<file path="config.mk">
export PLATFORM = sky130hd
export DESIGN_NAME = gbce_front
export DESIGN_NICKNAME = d
export VERILOG_FILES = /design/src/design/gbce_pkg.sv /design/src/design/gbce_front.sv
export SDC_FILE = /design/constraint.sdc
export NUM_CORES = 1
export LEC_CHECK = 0
export ABC_AREA = 1
export BUFFER_PORTS_ARGS = -buffer_cell sky130_fd_sc_hd__buf_2
export CAP_MARGIN = 15
export CORE_AREA = 2 2 146 148
export CTS_CLUSTER_DIAMETER = 60
export DETAILED_ROUTE_END_ITERATION = 10
export DIE_AREA = 0 0 148 150
export GPL_TIMING_DRIVEN = 1
export SKIP_LAST_GASP = 1
export SYNTH_ARGS = -nofsm -noshare
export SYNTH_HDL_FRONTEND = slang
export SYNTH_SLANG_ARGS = --single-unit
</file>
<file path="constraint.sdc">
create_clock -name clk_i -period 4.6 [get_ports clk_i]
set_input_delay 0.46 -clock clk_i [delete_from_list [all_inputs] [get_ports clk_i]]
set_output_delay 0.46 -clock clk_i [all_outputs]
set_load 0.1 [all_outputs]
</file>
<file path="src/design/gbce_pkg.sv">
// ----------------------------------------------------------------------------
// gbce_pkg
// Shared constants, register indexes and types of the clamped-edge blur.
// ----------------------------------------------------------------------------
package gbce_pkg;

  localparam int DEF_MAX_RADIUS = 3;
  localparam int DEF_MAX_WIDTH  = 1024;

  localparam int PIX_W      = 8;
  localparam int ROW_W      = 16;
  localparam int OCOL_W     = 10;
  localparam int WGT_W      = 17;
  localparam int FW_W       = 11;
  localparam int RAD_W      = 2;
  localparam int CFG_DATA_W = 17;
  localparam int CFG_IDX_W  = 3;

  // register indexes
  localparam logic [CFG_IDX_W-1:0] CFG_FRAME_WIDTH   = 3'd0;
  localparam logic [CFG_IDX_W-1:0] CFG_FRAME_HEIGHT  = 3'd1;
  localparam logic [CFG_IDX_W-1:0] CFG_BLUR_RADIUS   = 3'd2;
  localparam logic [CFG_IDX_W-1:0] CFG_WEIGHT_CENTER = 3'd3;
  localparam logic [CFG_IDX_W-1:0] CFG_WEIGHT_ONE    = 3'd4;
  localparam logic [CFG_IDX_W-1:0] CFG_WEIGHT_TWO    = 3'd5;
  localparam logic [CFG_IDX_W-1:0] CFG_WEIGHT_THREE  = 3'd6;

  // reset values
  localparam logic [FW_W-1:0]  RST_FRAME_WIDTH  = 11'd1024;
  localparam logic [ROW_W-1:0] RST_FRAME_HEIGHT = 16'd768;
  localparam logic [RAD_W-1:0] RST_BLUR_RADIUS  = 2'd2;
  localparam logic [WGT_W-1:0] RST_WEIGHT_CTR   = 17'd65536;

  typedef logic [3:0][WGT_W-1:0] weights_t;

  typedef enum logic [1:0] {
    B_IDLE,
    B_TAPS,
    B_DRAIN,
    B_EMIT
  } back_state_e;

  // 1D weight by distance from the center; zero beyond three
  function automatic logic [WGT_W-1:0] tap_weight(weights_t w, logic [2:0] d);
    logic [WGT_W-1:0] r;
    case (d)
      3'd0:    r = w[0];
      3'd1:    r = w[1];
      3'd2:    r = w[2];
      3'd3:    r = w[3];
      default: r = '0;
    endcase
    return r;
  endfunction

endpackage

</file>
<file path="src/design/gbce_front.sv">
// ----------------------------------------------------------------------------
// gbce_front
// Tracks raster position and works out which windows each pixel completes.
// ----------------------------------------------------------------------------
module gbce_front #(
  parameter int MAX_RADIUS = gbce_pkg::DEF_MAX_RADIUS,
  parameter int MAX_WIDTH  = gbce_pkg::DEF_MAX_WIDTH,
  parameter int QW         = 1
) (
  input  logic                        clk_i,
  input  logic                        rst_ni,
  input  logic                        accept_i,
  input  logic [gbce_pkg::PIX_W-1:0]  pixel_red_i,
  input  logic [gbce_pkg::PIX_W-1:0]  pixel_green_i,
  input  logic [gbce_pkg::PIX_W-1:0]  pixel_blue_i,
  input  logic [$clog2(MAX_WIDTH):0]  w_eff_i,
  input  logic [gbce_pkg::ROW_W-1:0]  h_eff_i,
  input  logic [$clog2(MAX_RADIUS+1)-1:0] r_eff_i,
  output logic [QW-1:0]               item_o
);
  import gbce_pkg::*;

  localparam int RING = 2 * MAX_RADIUS + 1;
  localparam int CW   = $clog2(MAX_WIDTH);
  localparam int SW   = $clog2(RING);

  typedef struct packed {
    logic [23:0]      pix;
    logic [CW-1:0]    col;
    logic [ROW_W-1:0] row;
    logic [SW-1:0]    slot;
    logic [ROW_W-1:0] ylo;
    logic [ROW_W-1:0] yhi;
    logic [CW-1:0]    xlo;
    logic [CW-1:0]    xhi;
    logic             emit;
  } cmd_t;

  logic [CW-1:0]    col_q, col_d;
  logic [ROW_W-1:0] row_q, row_d;
  logic [SW-1:0]    slot_q, slot_d;

  logic [CW-1:0]    c0;
  logic [ROW_W-1:0] r0;
  logic [SW-1:0]    s0;
  logic [CW:0]      c1;
  logic             last_row, last_col, yok, xok;
  cmd_t             cmd;

  function automatic logic [SW-1:0] slot_inc(logic [SW-1:0] s);
    return (s == SW'(RING - 1)) ? '0 : s + 1'b1;
  endfunction

  always_comb begin
    c0 = col_q;
    r0 = row_q;
    s0 = slot_q;
    // geometry shrank under us: wrap first
    if ({1'b0, col_q} >= w_eff_i) begin
      c0 = '0;
      r0 = row_q + 1'b1;
      s0 = slot_inc(slot_q);
    end
    if (r0 >= h_eff_i) begin
      r0 = '0;
    end

    last_row = (r0 == h_eff_i - 1'b1);
    last_col = ({1'b0, c0} == w_eff_i - 1'b1);
    yok      = last_row || (r0 >= ROW_W'(r_eff_i));
    xok      = last_col || (c0 >= CW'(r_eff_i));

    cmd.pix  = {pixel_red_i, pixel_green_i, pixel_blue_i};
    cmd.col  = c0;
    cmd.row  = r0;
    cmd.slot = s0;
    cmd.ylo  = (r0 >= ROW_W'(r_eff_i)) ? r0 - ROW_W'(r_eff_i) : '0;
    cmd.yhi  = last_row ? r0 : cmd.ylo;
    cmd.xlo  = (c0 >= CW'(r_eff_i)) ? c0 - CW'(r_eff_i) : '0;
    cmd.xhi  = last_col ? c0 : cmd.xlo;
    cmd.emit = yok && xok;
    item_o   = QW'(cmd);

    // advance position
    c1     = {1'b0, c0} + 1'b1;
    col_d  = CW'(c1);
    row_d  = r0;
    slot_d = s0;
    if (c1 >= w_eff_i) begin
      col_d  = '0;
      slot_d = slot_inc(s0);
      row_d  = r0 + 1'b1;
      if (row_d >= h_eff_i) begin
        row_d = '0;
      end
    end
  end

  always_ff @(posedge clk_i or negedge rst_ni) begin
    if (!rst_ni) begin
      col_q  <= '0;
      row_q  <= '0;
      slot_q <= '0;
    end else if (accept_i) begin
      col_q  <= col_d;
      row_q  <= row_d;
      slot_q <= slot_d;
    end
  end

endmodule

</file>
==> flow_metrics.env <==
export IMPL_status="finished, violations left"
export IMPL_violations="setup timing"
export IMPL_cp_max_fo=4
export IMPL_die_y_um=150
export IMPL_wl_per_cell_um=15.2
export IMPL_synth_cell_types=47
export IMPL_firstDrtPassIters=5
export IMPL_hold_buffers=0
export IMPL_max_slew_margin_pct=56.8
export IMPL_synth_warnings=0
export IMPL_final_nets=1211
export IMPL_crit_slowest_cell="dfrtp_1"
export IMPL_path_buf_inv=9
export IMPL_yosysSeqAreaShare_pct=12.8
export IMPL_cts_tree="done"
export IMPL_clkLatencyLatePin_ns=0.28
export IMPL_min_path_type="input port to asynchronous set/reset pin"
export IMPL_overflow=0
export IMPL_synth_nets=954
export IMPL_antenna_found_initial=0
export IMPL_ctsLongestPathBuffers=2
export IMPL_path_clk_slew_ns=0.08
export IMPL_period_needed_ns=4.98
export IMPL_place_congestion=0.936
export IMPL_cp_start_kind="flop"
export IMPL_die_x_um=148
export IMPL_crit_required_ns=4.79
export IMPL_detail_route_antenna_nets=0
export IMPL_max_vdd_ir_drop_v=0.000468
export IMPL_viasPerCell=4.69
export IMPL_fin_crit_sh_pct=108
export IMPL_worst_pin_slew_ns=0.648
export IMPL_vias=6414
export IMPL_grt_pass1_wl_mm=31.9
export IMPL_drt_initial_drc_count=558
export IMPL_final_cell_area_sq_um=8610
export IMPL_io_buffers=32
export IMPL_grt_pass1_vias=6348
export IMPL_io_pins=57
export IMPL_fin_ws_ns=-0.376
export IMPL_setup_viol=17
export IMPL_drv_cap=0
export IMPL_drc=0
export IMPL_fp_coreArea_sq_um=20700
export IMPL_numClockSinks=26
export IMPL_htreeDepth=1
export IMPL_skew_ns=0.00564
export IMPL_critical_path_class="flop to flop"
export IMPL_final_common_cell="buf_4"
export IMPL_synth_edf_count=0
export IMPL_cpMostUsedCell="buf_6"
export IMPL_slew_viol_final=0
export IMPL_rsz0062_at_grt="yes"
export IMPL_row_count=53
export IMPL_route_final_wire_length_mm=20.8
export IMPL_slowest_delay_ns=0.42
export IMPL_fin_hold_ws_ns=0.210
export IMPL_hold_viol=0
export IMPL_grt_use_total_pct=18.0
export IMPL_diodes=0
export IMPL_dpl_cell_area_sq_um=6970
export IMPL_start_util_pct=24.6
export IMPL_crit_arrival_ns=5.17
export IMPL_dp_hpwl_mm=14.8
export IMPL_async_flop_share_pct=100
export IMPL_leakagePower_nw=4.26
export IMPL_synth_seq_cells=26
export IMPL_crit_family="simple AND/OR/NAND/NOR gates"
export IMPL_grt_max_degree=27
export IMPL_synthesis_instances=838
export IMPL_final_cell_mix="buf_4 (204), nand2_1 (186), inv_1 (111), nor2_1 (72), nand2_2 (44)"
export IMPL_endpoint_kind="flop"
export IMPL_die_area_sq_um=22200
export IMPL_totalPowerFinal_mw=4.82
export IMPL_power_density_nw_per_um2=560
export IMPL_drive_gt1_share_pct=46.4
export IMPL_synth_area_sq_um=5090
export IMPL_syn_to_final_growth_pct=69.1
export IMPL_synthFlopType="dfrtp_1"
export IMPL_cts_made_buffers=3
export IMPL_syn_avg_cell_area_sq_um=6.07
export IMPL_clockRootBuffer="clkbuf_16"
export IMPL_max_clock_freq_ghz=0.201
[stage by stage]
step	setup TNS [ns]	std cells	worst slack [ns]	utilization, %
after detailed placement	-13.68	1301	-0.868	33.7
after CTS	-1.74	1349	-0.158	39.0
after floorplan	-0.0232	838	-0.0104	-
final	-5.11	1369	-0.376	41.6
after global routing	-8.77	1369	-0.593	41.6
after global placement	-12.43	1301	-0.778	33.7
[power breakdown]
| part | internal [mW] | leakage [nW] | total, mW | switching [mW] |
|---|---|---|---|---|
| registers | 0.315 | 0.335 | 0.404 | 0.0898 |
| clock network | 0.134 | 0.0442 | 0.230 | 0.0963 |
| logic | 1.96 | 3.88 | 4.18 | 2.22 |
[final timing paths]
path / cells past startpoint / slack, ns / end / start
setup / recovery: 34 / -0.38 / row_q[8]$_DFFE_PN0P_ / col_q[9]$_DFFE_PN0P_
hold / removal: 1 / 0.21 / col_q[9]$_DFFE_PN0P_ / rst_ni
setup reg to reg: 34 / -0.38 / row_q[8]$_DFFE_PN0P_ / col_q[9]$_DFFE_PN0P_
hold reg to reg: 2 / 0.58 / row_q[15]$_DFFE_PN0P_ / row_q[15]$_DFFE_PN0P_
max in group asynchronous: 1 / 3.98 / row_q[2]$_DFFE_PN0P_ / rst_ni
min in group clk_i: 2 / 0.58 / row_q[15]$_DFFE_PN0P_ / row_q[15]$_DFFE_PN0P_
[sequential cells by signal, indices dropped and copies added (netlist names)]
name	flops
row_q	16
col_q	10
[routing by layer]
metal	vias to the layer above	global-route usage, %	wire, um
met5	-	0	0
met4	0	4.62	498
met3	40	0.976	699
met2	152	31.4	10100
li1	3224	-	-
met1	2998	24.3	9510
[repair_timing]
action	CTS	global route
buffers inserted	44	22
endpoints found under the setup margin	17	27
pin swaps	52	60
cloned	2	1
resized for setup	143	80
[kinds of logic (layout without fill, tap and decap cells)]
kind of cell             after synthesis  after routing  synth area share, %
XOR/XNOR                              35             35                 6.54
flip-flops                            26             26                 12.8
AO/OA/AOI/OAI                         93             93                 10.5
adder cells (fa/ha/maj)               60             60                 14.7
AND/OR/NAND/NOR                      465            466                 42.9
buffers and inverters                159            414                 12.4
[synth_stat cells (2+ instances only)]
master / number / area, sq um
inv_2: 11 / 41.3
a22oi_1: 8 / 60.1
inv_1: 134 / 503
a21oi_2: 3 / 26.3
nand4_2: 3 / 37.5
a21oi_1: 37 / 185
buf_4: 3 / 22.5
nor2_2: 23 / 144
o21ai_0: 22 / 110
clkbuf_1: 5 / 18.8
o22ai_1: 12 / 75.1
xnor2_1: 5 / 43.8
nor2_1: 84 / 315
nand3_2: 3 / 30.0
buf_6: 3 / 33.8
nor4_1: 3 / 18.8
nand4_1: 31 / 194
nor2_4: 9 / 101
buf_2: 2 / 10.0
dfrtp_1: 26 / 651
nand3_1: 42 / 210
nor3_1: 10 / 50.1
ha_1: 60 / 751
o21ai_1: 3 / 15.0
xor2_1: 28 / 245
and2_1: 7 / 43.8
nand2_1: 229 / 860
nand2_2: 12 / 75.1
o211ai_1: 2 / 15.0
[worst reg2reg max path: cells and delay by family, from the launching register on]
kind | cells | cell delay (ns)
simple gates | 18 | 2.15
fa+ha+maj | 3 | 0.74
compound gates | 4 | 0.57
buf+inv | 9 | 1.00
flops | 1 | 0.42
[final cells by class]
cell class	instances	area, sq um
Multi-Input combinational cell	654	4870
Inverter	146	564
Tap cell	275	344
Fill cell	2053	12100
Timing Repair Buffer	264	2090
Sequential cell	26	651
Clock buffer	4	88.8
Power figures use the tool's default switching activity.
