### config.mk
export PLATFORM = sky130hd
export DESIGN_NAME = gbce_queue
export DESIGN_NICKNAME = d
export VERILOG_FILES = /design/src/design/gbce_queue.sv
export SDC_FILE = /design/constraint.sdc
export NUM_CORES = 1
export LEC_CHECK = 0
export ABC_CLOCK_PERIOD_IN_PS = 2630
export BUFFER_PORTS_ARGS = -buffer_cell sky130_fd_sc_hd__buf_2
export CORE_AREA = 2 2 39 41
export CTS_CLUSTER_DIAMETER = 80
export DETAILED_ROUTE_END_ITERATION = 12
export DIE_AREA = 0 0 41 43
export SLEW_MARGIN = 0
export SYNTH_ARGS = -nofsm -noshare
export SYNTH_HDL_FRONTEND = slang
export SYNTH_SLANG_ARGS = --single-unit
### constraint.sdc
create_clock -name clk_i -period 2.63 [get_ports clk_i]
set_clock_uncertainty 0.15 [all_clocks]
set_input_delay 0 -clock clk_i [delete_from_list [all_inputs] [get_ports clk_i]]
set_output_delay 0 -clock clk_i [all_outputs]
set_load 0.01 [all_outputs]
### src/design/gbce_queue.sv
// ----------------------------------------------------------------------------
// gbce_queue
// Two-entry FIFO between the front and the back.
// ----------------------------------------------------------------------------
module gbce_queue #(
  parameter int DW = 1
) (
  input  logic          clk_i,
  input  logic          rst_ni,
  input  logic          wr_i,
  input  logic [DW-1:0] wdata_i,
  output logic          full_o,
  input  logic          rd_i,
  output logic          valid_o,
  output logic [DW-1:0] rdata_o
);
  logic [1:0][DW-1:0] ent_q;
  logic               wp_q, rp_q;
  logic [1:0]         cnt_q;
  logic               do_wr, do_rd;

  assign full_o  = (cnt_q == 2'd2);
  assign valid_o = (cnt_q != 2'd0);
  assign rdata_o = ent_q[rp_q];
  assign do_wr   = wr_i && !full_o;
  assign do_rd   = rd_i && valid_o;

  always_ff @(posedge clk_i or negedge rst_ni) begin
    if (!rst_ni) begin
      wp_q  <= 1'b0;
      rp_q  <= 1'b0;
      cnt_q <= 2'd0;
    end else begin
      if (do_wr) wp_q <= ~wp_q;
      if (do_rd) rp_q <= ~rp_q;
      cnt_q <= cnt_q + {1'b0, do_wr} - {1'b0, do_rd};
    end
  end

  always_ff @(posedge clk_i) begin
    if (do_wr) begin
      ent_q[wp_q] <= wdata_i;
    end
  end

endmodule

==> results of run 1 <==
## critical path: cells and delay by family (launching register included)
kind	cells	cell delay [ns]
AND/OR/NAND/NOR	2	0.41
adder cells (fa/ha/maj)	2	0.44
flip-flops	1	0.39
XOR/XNOR	2	0.31
buffers and inverters	1	0.04
## stage by stage
step | total power [W] | cell area (um^2) | util
2_1_floorplan | 0.000295 | 277 | -
3_3_place_gp | 0.000335 | 332 | 0.240
6_report | 0.000437 | 408 | 0.295
3_5_place_dp | 0.000343 | 332 | 0.240
5_1_grt | 0.000483 | 408 | 0.295
4_1_cts | 0.000451 | 408 | 0.295
## cell type report
class / count / area (um^2)
flip-flops and latches: 6 / 160
multi-input cells: 13 / 109
inverters: 2 / 7.51
clock buffers: 4 / 26.3
well taps: 16 / 20.0
repair buffers: 12 / 85.1
fillers: 136 / 976
## state kept, by name (all words and copies together), names as in the netlist
signal	flops
cnt_q	2
ent_q	2
rp_q	1
wp_q	1
## cell families (layout without fill, tap and decap cells)
kind of cell  Yosys count  in the layout  share of synthesized area
mux                     1              1                     0.0407
simple gates            6              6                      0.136
buf+inv                 2             18                     0.0272
fa+ha+maj               2              2                     0.0905
flops                   6              6                      0.579
xor+xnor                4              4                      0.127
## report_power, final
group          internal, W  leakage, nW  switching (W)
sequential        0.000141       0.0652      0.0000271
clock            0.0000576       0.0150      0.0000354
combinational    0.0000999        0.113      0.0000764
total             0.000298        0.193       0.000139
## layer usage
metal / up-vias / part of all wire / routed length, um
met3: 0 / 0.13 / 62
li1: 98 / - / -
met2: 10 / 0.46 / 226
met4: 0 / 0 / 0
met5: - / 0 / 0
met1: 83 / 0.41 / 205
## timing repair
action | 4_1_cts | 5_1_grt
setup buffers | 0 | 0
hold buffers | 5 | 0
hold endpoints to repair | 9 | 0
## path summary, 6_finish.rpt
path / start / end / slack [ns] / depth (start not counted)
max in group asynchronous: rst_ni / wp_q / 1.65 / 3
max reg2reg: cnt_q[1] / cnt_q[1] / 0.81 / 7
min in group asynchronous: rst_ni / rp_q / 0.49 / 3
min reg2reg: rp_q / rp_q / 0.33 / 1
max: cnt_q[1] / cnt_q[1] / 0.81 / 7
min: rp_q / rp_q / 0.33 / 1
## cell usage in the layout (no fill, tap or decap), types with 2 or more instances in the layout
| master | Yosys | final |
|---|---|---|
| edfxtp_1 | 2 | 2 |
| ha_1 | 2 | 2 |
| dfrtp_1 | 4 | 4 |
| dlygate4sd3_1 | 0 | 5 |
| clkbuf_4 | 0 | 3 |
| inv_1 | 2 | 2 |
| buf_2 | 0 | 7 |
| xnor2_1 | 3 | 3 |
==> summary.txt, run 1 <==
Outcome
  – Status: complete, no violations

Floorplan
  – Die height: 43 um
  – Rows: 14
  – Initial core utilization: 0.200
  – Core ar.: 1380 um^2
  – Io pins: 8
  – Die Area: 1760 um^2
  – Die X: 41 um

Detailed routing
  – Vias/cell: 3.60
  – DRC: 0
  – Post-route ant nets: 0
  – WL final: 495 um
  – Initial DRC Count: 0
  – Via count: 191
  – DR WL/cell: 9.34 um
  – Pre-antenna DRT Iters: 1

Cells and area
  – Share of cells above drive strength 1: 0.351
  – Post-route insts no fill: 53
  – ANT cells: 0
  – Synthesis-to-layout area growth: 47.5%
  – Final #Nets: 45

Synth
  – #FFs+latches synth: 6
  – Area contributors post-synth: dfrtp_1, edfxtp_1, xnor2_1
  – Synth cell types: 13
  – Syn Inst Count: 21
  – Average footprint of a synthesized cell: 13.2 um^2
  – Most frequent cell after synthesis: dfrtp_1
  – Post-synth top area share: 0.362
  – Cell taking the most area after synthesis: dfrtp_1
  – Commonest register cell after synthesis: dfrtp_1
  – Mapped Area: 277 um^2
  – Seq/Total Area, Yosys: 0.579
  – Synthesis warning total: 0
  – Synthesized Nets: 28
  – Number of synthesized flops with an enable pin: 2
  – Most frequent cells after synthesis: dfrtp_1, xnor2_1, edfxtp_1, ha_1, inv_1
  – Async SR Flop Fraction: 0.667

Place
  – Post-Place Cells: 44
  – PortBufs: 7
  – Setup WS pre-CTS: 0.809 ns
  – GPL Wtd Cong: 0.649

Critical path
  – Max incr delay on CP: 0.39 ns
  – Crit-path cells: or2_4 > and2_4 > ha_1 > inv_1 > ha_1 > xnor2_1 > xnor2_1
  – CP max FO: 3
  – Arrival @ worst endpoint: 1.83 ns
  – Critical Path RT: 2.64 ns
  – CP Capture Type: flip-flop
  – Critical Path Slowest Stage Cell: dfrtp_1
  – Crit Path Class: flip-flop to flip-flop
  – CP Launch Type: flip-flop

Global route
  – Met1 Use GR: 0.0651
  – Remaining Overflow, GRT: 0
  – Vias in the first global route: 178
  – Total track usage: 0.0746
  – Antenna violations before repair: 0
  – Largest net degree at the start of global routing: 5
  – First-pass GRT wire length: 745 um
  – GRT met2 Usage: 0.103
  – Top Usage Layer GRT: met2
  – Met3 Track Usage GR: 0.0942

STA
  – Minimum hold slack: 0.328 ns
  – Final hold violations: 0
  – Fmax: 549 MHz
  – RSZ-0062 raised after global routing: false
  – Worst Tran Pin Value: 0.205 ns
  – Final setup fails: 0
  – PnR worst setup slack: 0.808 ns
  – Setup TNS: 0 ns
  – Max-slew headroom: 0.863
  – Tmin final: 1.82 ns
  – Tcrit/Tclk final: 0.693
  – Max-slew violations: 0

Clocking
  – # H-tree levels: 1
  – Clk sinks: 6
  – CTS tree: built
  – Clock tree buffer depth: 2
  – CTS buffer count: 3
  – Root buf cell: clkbuf_4
  – Cts repair resizes: 0
  – Clock Latency Late Sink: 0.24 ns
  – Worst-path clk slew: 0.05 ns

Power
  – Power per cell area: 1070 nW/um^2
  – Pleak: 0.193 nW
  – Maximum VDD drop: 294 uV

Run
  – Max-cap violations: 0

Min path
  – Hold Path Class: flip-flop to flip-flop
(Power assumes the default switching activity.)
==> run 2, diff against run 1 <==
--- a/config.mk
+++ b/config.mk
@@ -5,7 +5,7 @@
 export SDC_FILE = /design/constraint.sdc
 export NUM_CORES = 1
 export LEC_CHECK = 0
-export ABC_CLOCK_PERIOD_IN_PS = 2630
+export ABC_CLOCK_PERIOD_IN_PS = 1500
 export BUFFER_PORTS_ARGS = -buffer_cell sky130_fd_sc_hd__buf_2
 export CORE_AREA = 2 2 39 41
 export CTS_CLUSTER_DIAMETER = 80
==> constraint.sdc (replaced) <==
create_clock -name clk_i -period 1.5 [get_ports clk_i]
set_clock_uncertainty 0.15 [all_clocks]
set_input_delay 0 -clock clk_i [delete_from_list [all_inputs] [get_ports clk_i]]
set_output_delay 0 -clock clk_i [all_outputs]
set_load 0.01 [all_outputs]
==> run 2 against run 1 <==
  * The run now ends with setup timing left
  * Clock-buffer cell count did not move
  * Via count rose by 17%
  * Sequential cell count did not move
  * Register-to-register slack got worse by 1.0 ns
  * Utilization rose by 5.1 points
  * Non-clock buffer count rose by 5
  * Critical endpoint unchanged
  * Largest cell class unchanged
  * Largest power group unchanged
==> summary.txt, run 2 (synthesis results as in run 1) <==
Floorplan
  – Die Area: 1760 um^2
  – Die X: 41 um
  – Rows: 14
  – Core ar.: 1380 um^2
  – Die height: 43 um
  – Io pins: 8
  – Initial core utilization: 0.200

Critical path
  – CP Launch Type: flip-flop
  – Most common cell on crit path: ha_4
  – Arrival @ worst endpoint: 1.69 ns
  – Critical Path RT: 1.48 ns
  – CP Capture Type: flip-flop
  – CP max FO: 2
  – Critical Path Slowest Stage Cell: dfrtp_1
  – Max incr delay on CP: 0.37 ns
  – Crit-path cells: or2_4 > and2_4 > ha_4 > inv_2 > ha_4 > xnor2_2 > xnor2_1
  – Crit Path Class: flip-flop to flip-flop

Global route
  – Remaining Overflow, GRT: 0
  – Largest net degree at the start of global routing: 5
  – Vias in the first global route: 225
  – Total track usage: 0.0827
  – First-pass GRT wire length: 869 um
  – Antenna violations before repair: 0

Detailed routing
  – Routed wl met2: 216 um
  – DRC: 0
  – Top sig layer: met4
  – Vias/cell: 3.84
  – Met3 routed WL: 41 um
  – WL final: 527 um
  – WL met1: 249 um
  – Via count: 223
  – Initial DRC Count: 1
  – Post-route ant nets: 0
  – DR WL/cell: 9.09 um
  – Pre-antenna DRT Iters: 2

Clocking
  – CTS buffer count: 3
  – Clock Latency Late Sink: 0.24 ns
  – # H-tree levels: 1
  – Root buf cell: clkbuf_4
  – CTS tree: built
  – Clk sinks: 6
  – Clock tree buffer depth: 2
  – Worst-path clk slew: 0.05 ns

Power
  – Pleak: 0.220 nW
  – Pwr Total: 0.000943 W
  – Maximum VDD drop: 711 uV
  – Power per cell area: 1970 nW/um^2

STA
  – Max-slew headroom: 0.849
  – Max-slew violations: 0
  – Final hold violations: 0
  – Tcrit/Tclk final: 1.14
  – Fmax: 584 MHz
  – PnR worst setup slack: -0.212 ns
  – Final setup fails: 1
  – Worst Tran Pin Value: 0.225 ns
  – RSZ-0062 raised after global routing: true
  – Tmin final: 1.71 ns

Place
  – DPL Wire Length: 376 um
  – Post-Place Cells: 48
  – PortBufs: 7
  – GPL Wtd Cong: 0.594

Outcome
  – Failing checks: setup timing
  – Status: finished with violations

Min path
  – Hold Path Class: input port to flip-flop

Cells and area
  – ANT cells: 0
  – Post-route insts no fill: 58
  – Most common cell after layout, fill and taps aside: buf_2
  – Synthesis-to-layout area growth: 72.9%
  – Most frequent cells in the layout: buf_2, buf_4, dfrtp_1, dlygate4sd3_1, clkbuf_4
  – Share of cells above drive strength 1: 0.571
  – Largest registers: cnt_q (2), ent_q (2)
  – Final #Nets: 50

Run
  – Max-cap violations: 0
-- run 2: final cells by class --
cell class | instances | area (um^2)
fillers | 146 | 906
flip-flops and latches | 6 | 160
multi-input cells | 13 | 144
repair buffers | 17 | 120
clock buffers | 4 | 26.3
well taps | 16 | 20.0
inverters | 2 | 7.51
-- run 2: layer usage --
metal	up-vias	global-route usage
met4	0	0.0800
li1	111	-
met5	-	0
met2	11	0.100
met3	2	0.0471
met1	99	0.0948
-- run 2: repair_timing --
action                     CTS  global route
hold buffers                 4             0
resized for setup            1             1
hold endpoints to repair     7             0
setup buffers                2             0
pin swaps                    0             0
setup endpoints to repair    2             2
-- run 2: final timing paths --
kind | cells after the start | start | end | slack, ns
max | 7 | cnt_q[0] | cnt_q[1] | -0.21
min | 4 | rd_i | rp_q | 0.02
max reg2reg | 7 | cnt_q[0] | cnt_q[1] | -0.21
min reg2reg | 1 | wp_q | wp_q | 0.34
max in group asynchronous | 3 | rst_ni | cnt_q[1] | 0.49
min in group asynchronous | 3 | rst_ni | rp_q | 0.52
-- run 2: critical path: cells and delay by family, from the launching register on --
family	cells	cell delay (ns)
buffers and inverters	1	0.04
AND/OR/NAND/NOR	2	0.40
flip-flops	1	0.37
adder cells (fa/ha/maj)	2	0.40
XOR/XNOR	2	0.25
-- run 2: through the flow --
stage | hold slack (ns) | util | cell area [um^2] | setup WS (ns) | setup TNS, ns
6_report | 0.0201 | 0.345 | 478 | -0.212 | -0.212
5_1_grt | 0.0353 | 0.345 | 478 | -0.259 | -0.299
4_1_cts | 0.0138 | 0.344 | 475 | -0.223 | -0.233
3_5_place_dp | -0.331 | 0.278 | 384 | -0.261 | -0.330
3_3_place_gp | -0.336 | 0.278 | 384 | -0.236 | -0.294
2_1_floorplan | -0.446 | - | 299 | -0.240 | -0.303
-- run 2: where the power goes --
group          internal [W]  total, W  switching, W
sequential         0.000246  0.000290     0.0000436
combinational      0.000303  0.000490      0.000187
clock              0.000101  0.000164     0.0000627
total              0.000650  0.000943      0.000293
==> run 3, diff against run 2 <==
--- a/config.mk
+++ b/config.mk
@@ -5,6 +5,7 @@
 export SDC_FILE = /design/constraint.sdc
 export NUM_CORES = 1
 export LEC_CHECK = 0
+export ABC_AREA = 1
 export ABC_CLOCK_PERIOD_IN_PS = 1500
 export BUFFER_PORTS_ARGS = -buffer_cell sky130_fd_sc_hd__buf_2
 export CORE_AREA = 2 2 39 41
==> run 3 against run 2 <==
  * The flow now finishes without violations
  * Sequential power down 2%
  * Via count up 44%
  * Sequential cell count unchanged
  * Utilization up 5.3 points
  * Non-clock buffer count up 5
  * Setup slack better by 0.28 ns
  * Register-to-register slack better by 0.28 ns
  * Synthesized cell count up 81%
  * Largest cell class is now buffers
  * Cell area up 15%
==> summary.txt, run 3 <==
Global route
  – Largest net degree at the start of global routing: 5
  – Remaining Overflow, GRT: 0
  – Antenna violations before repair: 0
  – First-pass GRT wire length: 1240 um
  – Total track usage: 0.114
  – Vias in the first global route: 337

Critical path
  – Critical R2R Launch: cnt_q[1]
  – Crit-path cells: inv_2 > nand2_2 > nand2_2 > inv_2 > ha_4 > inv_2 > ha_4 > nand3_2 > nand2_1
  – Worst R2R End: cnt_q[1]
  – CP max FO: 3
  – Most common cell on crit path: inv_2
  – Crit Path Class: flip-flop to flip-flop
  – Critical Path Slowest Stage Cell: dfrtp_1
  – Critical Path RT: 1.49 ns
  – Arrival @ worst endpoint: 1.42 ns
  – Max incr delay on CP: 0.39 ns
  – CP Capture Point: cnt_q[1]
  – R2R Setup Slk: 0.07 ns
  – CP Capture Type: flip-flop
  – CP Launch Type: flip-flop
  – CP Launch Point: cnt_q[1]
  – Reg2reg path depth: 9

Cells and area
  – Synthesis-to-layout area growth: 80.0%
  – Most common cell after layout, fill and taps aside: nand2_1
  – ANT cells: 0
  – Share of cells above drive strength 1: 0.484
  – Post-route insts no fill: 80
  – Most frequent cells in the layout: nand2_1, buf_4, buf_2
  – Largest registers: cnt_q (2), ent_q (2)
  – Final Util: 0.399
  – Final #Nets: 72

Outcome
  – Status: complete, no violations

Synth
  – Average footprint of a synthesized cell: 8.07 um^2
  – Area contributors post-synth: dfrtp_1, edfxtp_1, nand2_1
  – Synthesized Nets: 45
  – Post-synth top area share: 0.327
  – Commonest register cell after synthesis: dfrtp_1
  – Seq/Total Area, Yosys: 0.522
  – Largest family of logic cells by synthesized area: simple AND/OR/NAND/NOR gates
  – Synthesis warning total: 0
  – Synth cell types: 8
  – Post-synthesis mux area share: 0
  – #FFs+latches synth: 6
  – Cell taking the most area after synthesis: dfrtp_1
  – Async SR Flop Fraction: 0.667
  – Number of synthesized flops with an enable pin: 2
  – Most frequent cell after synthesis: nand2_1
  – Mapped Area: 307 um^2
  – Synth Area in Adders: 0.0816
  – Syn Inst Count: 38
  – Synth Area in Compound Gates: 0
  – Post-synthesis xor/xnor area fraction: 0
  – Simple-gate share of the synthesized area: 0.273
  – Most frequent cells after synthesis: nand2_1, inv_1, dfrtp_1

Run
  – Max-cap violations: 0

Floorplan
  – Rows: 14
  – Die X: 41 um
  – Initial core utilization: 0.222
  – Die Area: 1760 um^2
  – Core ar.: 1380 um^2
  – Io pins: 8
  – Die height: 43 um

STA
  – Worst Tran Pin Value: 0.201 ns
  – Tmin final: 1.43 ns
  – PnR worst setup slack: 0.0705 ns
  – RSZ-0062 raised after global routing: true
  – Max-slew violations: 0
  – Final hold violations: 0
  – Setup TNS: 0 ns
  – Tcrit/Tclk final: 0.953
  – Fmax: 700 MHz
  – Minimum hold slack: 0.310 ns
  – Final setup fails: 0
  – Max-slew headroom: 0.865

Detailed routing
  – WL final: 734 um
  – Via count: 321
  – Post-route ant nets: 0
  – Vias/cell: 4.01
  – DR WL/cell: 9.18 um
  – DRC: 0
  – Pre-antenna DRT Iters: 4
  – Initial DRC Count: 4

Place
  – DPL Wire Length: 470 um
  – Post-Place Cells: 64
  – PortBufs: 7
  – Setup WS pre-CTS: -0.0188 ns
  – GPL Wtd Cong: 0.620

Clocking
  – Root buf cell: clkbuf_4
  – CTS tree: built
  – Worst-path clk slew: 0.06 ns
  – Clock Latency Late Sink: 0.25 ns
  – Clk sinks: 6
  – # H-tree levels: 1
  – CTS buffer count: 3
  – Clock tree buffer depth: 2

Power
  – Power per cell area: 1900 nW/um^2
  – Pleak: 0.299 nW
  – Maximum VDD drop: 559 uV

Min path
  – Hold Path Class: input port to flip-flop
==> run 3: cell types whose count changed in the layout (fill, tap and decap cells not counted), sizes merged, moves of 3 or more <==
cell,before,now
nand3,0,3
nand2,1,16
inv,2,10
xnor2,3,0
buf,13,17
==> run 3: worst min path at each step <==
stage             from        to  slack (ns)  cells past startpoint
2_1_floorplan   rst_ni  cnt_q[0]       -0.45                      0
3_3_place_gp    rst_ni      rp_q       -0.34                      1
3_5_place_dp    rst_ni      rp_q       -0.34                      1
4_1_cts        wdata_i  ent_q[0]        0.30                      2
5_1_grt        wdata_i  ent_q[0]        0.31                      2
6_report       wdata_i  ent_q[0]        0.31                      2
==> run 3: cell families (layout without fill, tap and decap cells) <==
| logic type | count (synthesis) | after routing |
|---|---|---|
| DFF | 6 | 6 |
| buffers and inverters | 10 | 36 |
| and+or+nand+nor | 20 | 20 |
| adders and majority gates | 2 | 2 |
==> run 3: critical path, delay by kind of cell, from the launching register on <==
kind / cells / cell delay, ns
adder cells (fa/ha/maj): 2 / 0.40
buffers and inverters: 3 / 0.16
AND/OR/NAND/NOR: 4 / 0.23
flip-flops: 1 / 0.39
==> run 3: metal layers <==
layer	GRT usage	vias up	wire, um
li1	-	165	-
met1	0.101	149	273
met2	0.181	5	434
met3	0.0157	2	9
met4	0.140	0	17
met5	0	-	0
==> run 3: cell type report <==
type / count / area [um^2]
Clock buffer: 4 / 26.3
Fill cell: 151 / 832
Inverter: 10 / 37.5
Multi-Input combinational cell: 22 / 144
Sequential cell: 6 / 160
Tap cell: 16 / 20.0
Timing Repair Buffer: 22 / 164
==> run 3: what timing repair did <==
| item | in CTS | in global routing |
|---|---|---|
| hold buffers | 5 | 0 |
| resized for setup | 6 | 5 |
| endpoints found under the setup margin | 1 | 3 |
| hold endpoints to repair | 9 | 0 |
| setup buffers | 7 | 1 |
| pin swaps | 4 | 6 |
| gates cloned | 0 | 0 |
==> run 3: report_power, final <==
group          leakage (nW)  switching (W)  internal (W)  total (W)
clock network        0.0150      0.0000730      0.000102   0.000175
logic                 0.218       0.000278      0.000311   0.000589
registers            0.0665      0.0000408      0.000242   0.000283
==> run 3: metrics by stage <==
| step | total power, W | cell area (um^2) |
|---|---|---|
| global route | 0.00115 | 552 |
| global placement | 0.000641 | 384 |
| finish | 0.00105 | 552 |
| CTS | 0.000984 | 531 |
| detailed placement | 0.000666 | 384 |
| floorplan | 0.000511 | 307 |
